**config.mk**
```make
export PLATFORM = sky130hd
export DESIGN_NAME = ism_alu
export DESIGN_NICKNAME = d
export VERILOG_FILES = /design/src/design/ism_pkg.sv /design/src/design/ism_alu.sv
export SDC_FILE = /design/constraint.sdc
export NUM_CORES = 1
export LEC_CHECK = 0
export ABC_AREA = 1
export BUFFER_PORTS_ARGS = -buffer_cell sky130_fd_sc_hd__buf_2
export CAP_MARGIN = 20
export CELL_PAD_IN_SITES_DETAIL_PLACEMENT = 1
export CELL_PAD_IN_SITES_GLOBAL_PLACEMENT = 2
export CORE_MARGIN = 2
export CORE_UTILIZATION = 40
export DETAILED_ROUTE_END_ITERATION = 6
export GPL_TIMING_DRIVEN = 0
export MAX_ROUTING_LAYER = met4
export PLACE_DENSITY_LB_ADDON = 0.08
export SLEW_MARGIN = 20
export SYNTH_ARGS = -nofsm -noshare
export SYNTH_HDL_FRONTEND = slang
export SYNTH_SLANG_ARGS = --single-unit
```
**constraint.sdc**
```tcl
create_clock -name vclk -period 11
set_clock_uncertainty 0.2 [all_clocks]
set_input_delay 0.55 -clock vclk [all_inputs]
set_output_delay 0.55 -clock vclk [all_outputs]
set_load 0.02 [all_outputs]
```
**src/design/ism_pkg.sv**
```systemverilog
`timescale 1ns / 1ps

package ism_pkg;

    // Field widths of one instruction item and one result item
    localparam int KindW  = 4;
    localparam int WordW  = 32;
    localparam int VidxW  = 6;

    typedef logic [KindW-1:0] kind_t;
    typedef logic [WordW-1:0] word_t;
    typedef logic [VidxW-1:0] vidx_t;

    // Opcodes
    localparam kind_t OP_CONST = 4'd0;
    localparam kind_t OP_LOAD  = 4'd1;
    localparam kind_t OP_STORE = 4'd2;
    localparam kind_t OP_ADD   = 4'd3;
    localparam kind_t OP_SUB   = 4'd4;
    localparam kind_t OP_MUL   = 4'd5;
    localparam kind_t OP_DIV   = 4'd6;
    localparam kind_t OP_EMIT  = 4'd7;
    localparam kind_t OP_HALT  = 4'd8;

endpackage

```
**src/design/ism_alu.sv**
```systemverilog
`timescale 1ns / 1ps

module ism_alu
(
    input  ism_pkg::kind_t kind,
    input  ism_pkg::word_t a,
    input  ism_pkg::word_t b,
    output ism_pkg::word_t r
);

    logic [2*ism_pkg::WordW-1:0] prod;

    // Wrap every result to the word width
    assign prod = a * b;

    always_comb
    begin
        case (kind)
            ism_pkg::OP_ADD: r = a + b;
            ism_pkg::OP_SUB: r = a - b;
            ism_pkg::OP_MUL: r = prod[ism_pkg::WordW-1:0];
            default:         r = '0;
        endcase
    end

endmodule

```
======== Yosys cells after proc, flatten, opt, wreduce, memory -nomap -nowiden ========
Cells that the tools add are included.
word-level totals
  bits in registers ....................... 0
  latch bits .............................. 0
  bits in writable memories ............... 0
  ROM bits ................................ 0
  bits of input ports ..................... 68
  output and inout bits ................... 32
  logic and storage cells ................. 7
  memories ................................ 0
operators by class
  add/sub/neg operators ................... 2
  multiply operators ...................... 1
  divide/modulo/power cells ............... 0
  order comparisons ....................... 0
  eq/ne operators ......................... 3
  shifts and indexed selects .............. 0
  mux-type cells .......................... 1
  bitwise operators ....................... 0
  reduce and logical (&&, ||, !) cells .... 0
operators by type and width
  operator                                                          count
  32-bit one-hot mux with 3 select lines                            1
  32-bit adder                                                      1
  32-bit by 32-bit multiplier with 32-bit output                    1
  32-bit subtractor                                                 1
  4-bit by 3-bit == test with 1-bit output (second input constant)  2
  4-bit by 2-bit == test with 1-bit output (second input constant)  1

======== Logic depth before layout (Yosys ltp) ========
  word-level depth ........................ 2
  gate-level depth with buffers ........... 38
  gate-level depth less buffers ........... 36

======== Least setup slack after synthesis ========
No wires, ideal clock.
  path kind ............................... input -> output
  start point ............................. input port a[12]
  end point ............................... output port r[29]
  arrival ................................. 6723 ps
  required time ........................... 10250 ps
  path slack .............................. 3527 ps
  stages on the path ...................... 24
  buffers on the path ..................... 2
  cells stage by stage .................... clkbuf_1 clkbuf_1 nand2_1 inv_1 fa_1 fa_1 fa_1 inv_1 fa_1 inv_1 fa_1 inv_1 fa_1 inv_1 fa_1 fa_1 ha_1 a21o_1 a21oi_1 a21boi_0 o211ai_1 or2_2 nand3_1 o21ai_0
on the way
  cells in the longest elaborated chain, start to end .. 2
  elaborated cells between the ends (all ways) .. 4
  those cells by class .................... add/sub: 2; mul: 1; mux: 1
ends and longest elaborated chain
  what                                                                    line           RTL
  start: declaration                                                      ism_alu.sv:6   input ism_pkg::word_t a,
  32-bit by 32-bit multiplier with 32-bit output (tied with other cells)  ism_alu.sv:14  assign prod = a * b;
  32-bit one-hot mux with 3 select lines *                                ism_alu.sv:18  case (kind)
  end: declaration                                                        ism_alu.sv:8   output ism_pkg::word_t r
Mark *: on every way between the ends. The rest lies on a longest branch, timed or not.

======== Worst setup path after layout ========
  start point ............................. input port a[12]
  end point ............................... output port r[24]
The elaborated chain is that of the path after synthesis.

==> results.ini <==
[finish]
flops_and_latches=0
register_area_um2=0
final_area_um2=21000
clockBufferCount=0
layout.filler_cells=6398
fraction_of_layout_instances_using_a_drive_strength_above_1_pct=5.48
design.final.nets=3557
syn_to_final_growth_pct=6.59

[setup_path]
timing.critical_path.from_type=primary input
req_time_crit_path_ps=10250
worst-path-max-fanout=10
worst-endpoint-arrival_ps=8900
worstSetupPathType=in2out
worst_setup_path_startpoint=a[12]
cp-end-kind=output pin
setup.worst_path.end=r[24]

[sta]
number_of_failing_hold_endpoints_at_the_final_stage=0
grt_setup_unrepaired=false
relSlewSlack_pct=19.8
layout_worst_path_cycle_share_pct=87.8
setup-violations-final=0
finalWorstPathRequiredPeriod_ps=9650
slew_violations=0
fmaxAchievable_mhz=104
finalSetupTns_ps=0
timing_worst_slew_pin_value_ps=1200

[placed_design]
post_dp_cell_area_um2=21000
port_buffers=88
place.detailed.hpwl_mm=72.5
globalplace.congestion=0.959

[floorplan]
row_count=81
fp.coreArea_um2=48800
initial_utilization_pct=40.4
chipWidth_um=226
floorplan_die_area_um2=51100
dieHeight_um=226
io_pins=100

[global_route]
via_count_of_the_first_global_routing_pass=20200
grt_max_degree=11
initial_antenna_violation_count=5
grt_use_total_pct=35.8
grt_first_pass_wirelength_mm=128
globalRoute.totalOverflow=0

[hold_path]
holdCritPathClass=in2out

[drt]
first_iter_violations=1118
drt_wl_total_mm=86.2
average_routed_wire_per_standard_cell_um=24.0
routed_via_density=5.14
drt_pass1_iterations=4
dr_total_vias=18500
drc_errors=0
detail-route-antenna-nets=0

[logic_synthesis]
synthesis.area_per_instance_um2=6.96
ys_top_cells_by_area=fa_1 42%, inv_1 16%, nand2_1 15%, ha_1 9.9%, a21oi_1 2.1%
synth_cells=2834
post-synth-top-area-cell=fa_1
yosys.area.top_type_share_pct=41.5
synth_warnings=0
post_synth_num_cell_types=51
synthesis.nets=3467
synth_seq_area_share_pct=0
synth.cell_area_um2=19700

[clock_tree]
number_of_buffers_inserted_by_hold_repair_at_cts=0
cts_setup_buffers=0
post_cts_resize_count=0

[status]
status=finished, final reports clean

[flow_run]
drv.max_cap_violation_count=0

-- cell usage after synthesis (17+ instances only) --
cell      number
a21oi_1       83
nor2_1        78
o21ai_0       71
buf_1         17
nand2_1      811
inv_1        834
clkbuf_1      78
fa_1         409
ha_1         156
xor2_1        35
xnor2_1       18
buf_2         22
nand3_1       75
-- through the flow --
step | worst slack, ps | hold slack [ps] | utilization [%] | std cells
after floorplan | 3530 | 1220 | - | 2834
after global placement | 1220 | 1360 | 43.0 | 3586
after detailed placement | 1430 | 1350 | 43.0 | 3586
after CTS | 1420 | 1360 | 43.0 | 3586
after global routing | 1070 | 1380 | 43.0 | 3589
final | 1350 | 1360 | 43.0 | 3591
-- cell usage in the layout (no fill, tap or decap), types with 35 or more instances in the layout --
| cell | n |
|---|---|
| nor2_1 | 78 |
| fa_1 | 409 |
| inv_1 | 834 |
| nand2_1 | 811 |
| o21ai_0 | 71 |
| xor2_1 | 35 |
| nand3_1 | 75 |
| ha_1 | 156 |
| a21oi_1 | 83 |
| buf_2 | 110 |
| clkbuf_1 | 65 |
-- metal layers --
layer,global-route usage (%),share of wire [%],vias to the layer above
li1,-,-,8325
met2,57.3,46,477
met3,3.94,4.9,120
met5,-,0,-
met4,15.3,5.3,0
met1,46.1,44,9537
-- how the worst min path moves through the flow --
stage | depth (start not counted) | start | to | slack (ps)
after floorplan | 2 | b[0] | r[0] | 1220
after global placement | 4 | b[0] | r[0] | 1360
after detailed placement | 4 | b[0] | r[0] | 1350
after CTS | 4 | b[0] | r[0] | 1360
after global routing | 4 | b[0] | r[0] | 1380
final | 4 | b[0] | r[0] | 1360
-- worst max-delay path: stages --
cell	delay (ps)
buf_2	190
clkbuf_1	780
clkbuf_1	700
nand2_1	110
inv_1	110
fa_1	440
fa_1	500
fa_1	510
inv_1	50
fa_1	470
inv_1	50
fa_1	500
inv_1	60
fa_1	550
inv_1	50
fa_1	400
fa_1	530
ha_1	400
a21oi_1	210
o21ai_0	140
a21oi_1	250
nand3_1	220
a21o_1	250
o21ai_0	480
nand2_1	170
buf_2	190
-- cell type report --
class,instances,area [µm²],area share [%]
multi-input combinational,1874,16100,76.4
inverter,838,3150,15.0
tap,664,831,3.95
buffer,122,529,2.52
timing repair buffer,88,440,2.10
antenna,5,12.5,0.0595
-- kinds of logic after synthesis --
group                      Yosys count  synth area share [%]
and+or+nand+nor                   1028                  21.0
AOI/OAI and AO/OA                  228                  6.69
xor gates and xnor gates            53                  2.35
buffers and inverters              960                  18.6
adders and majority gates          565                  51.4
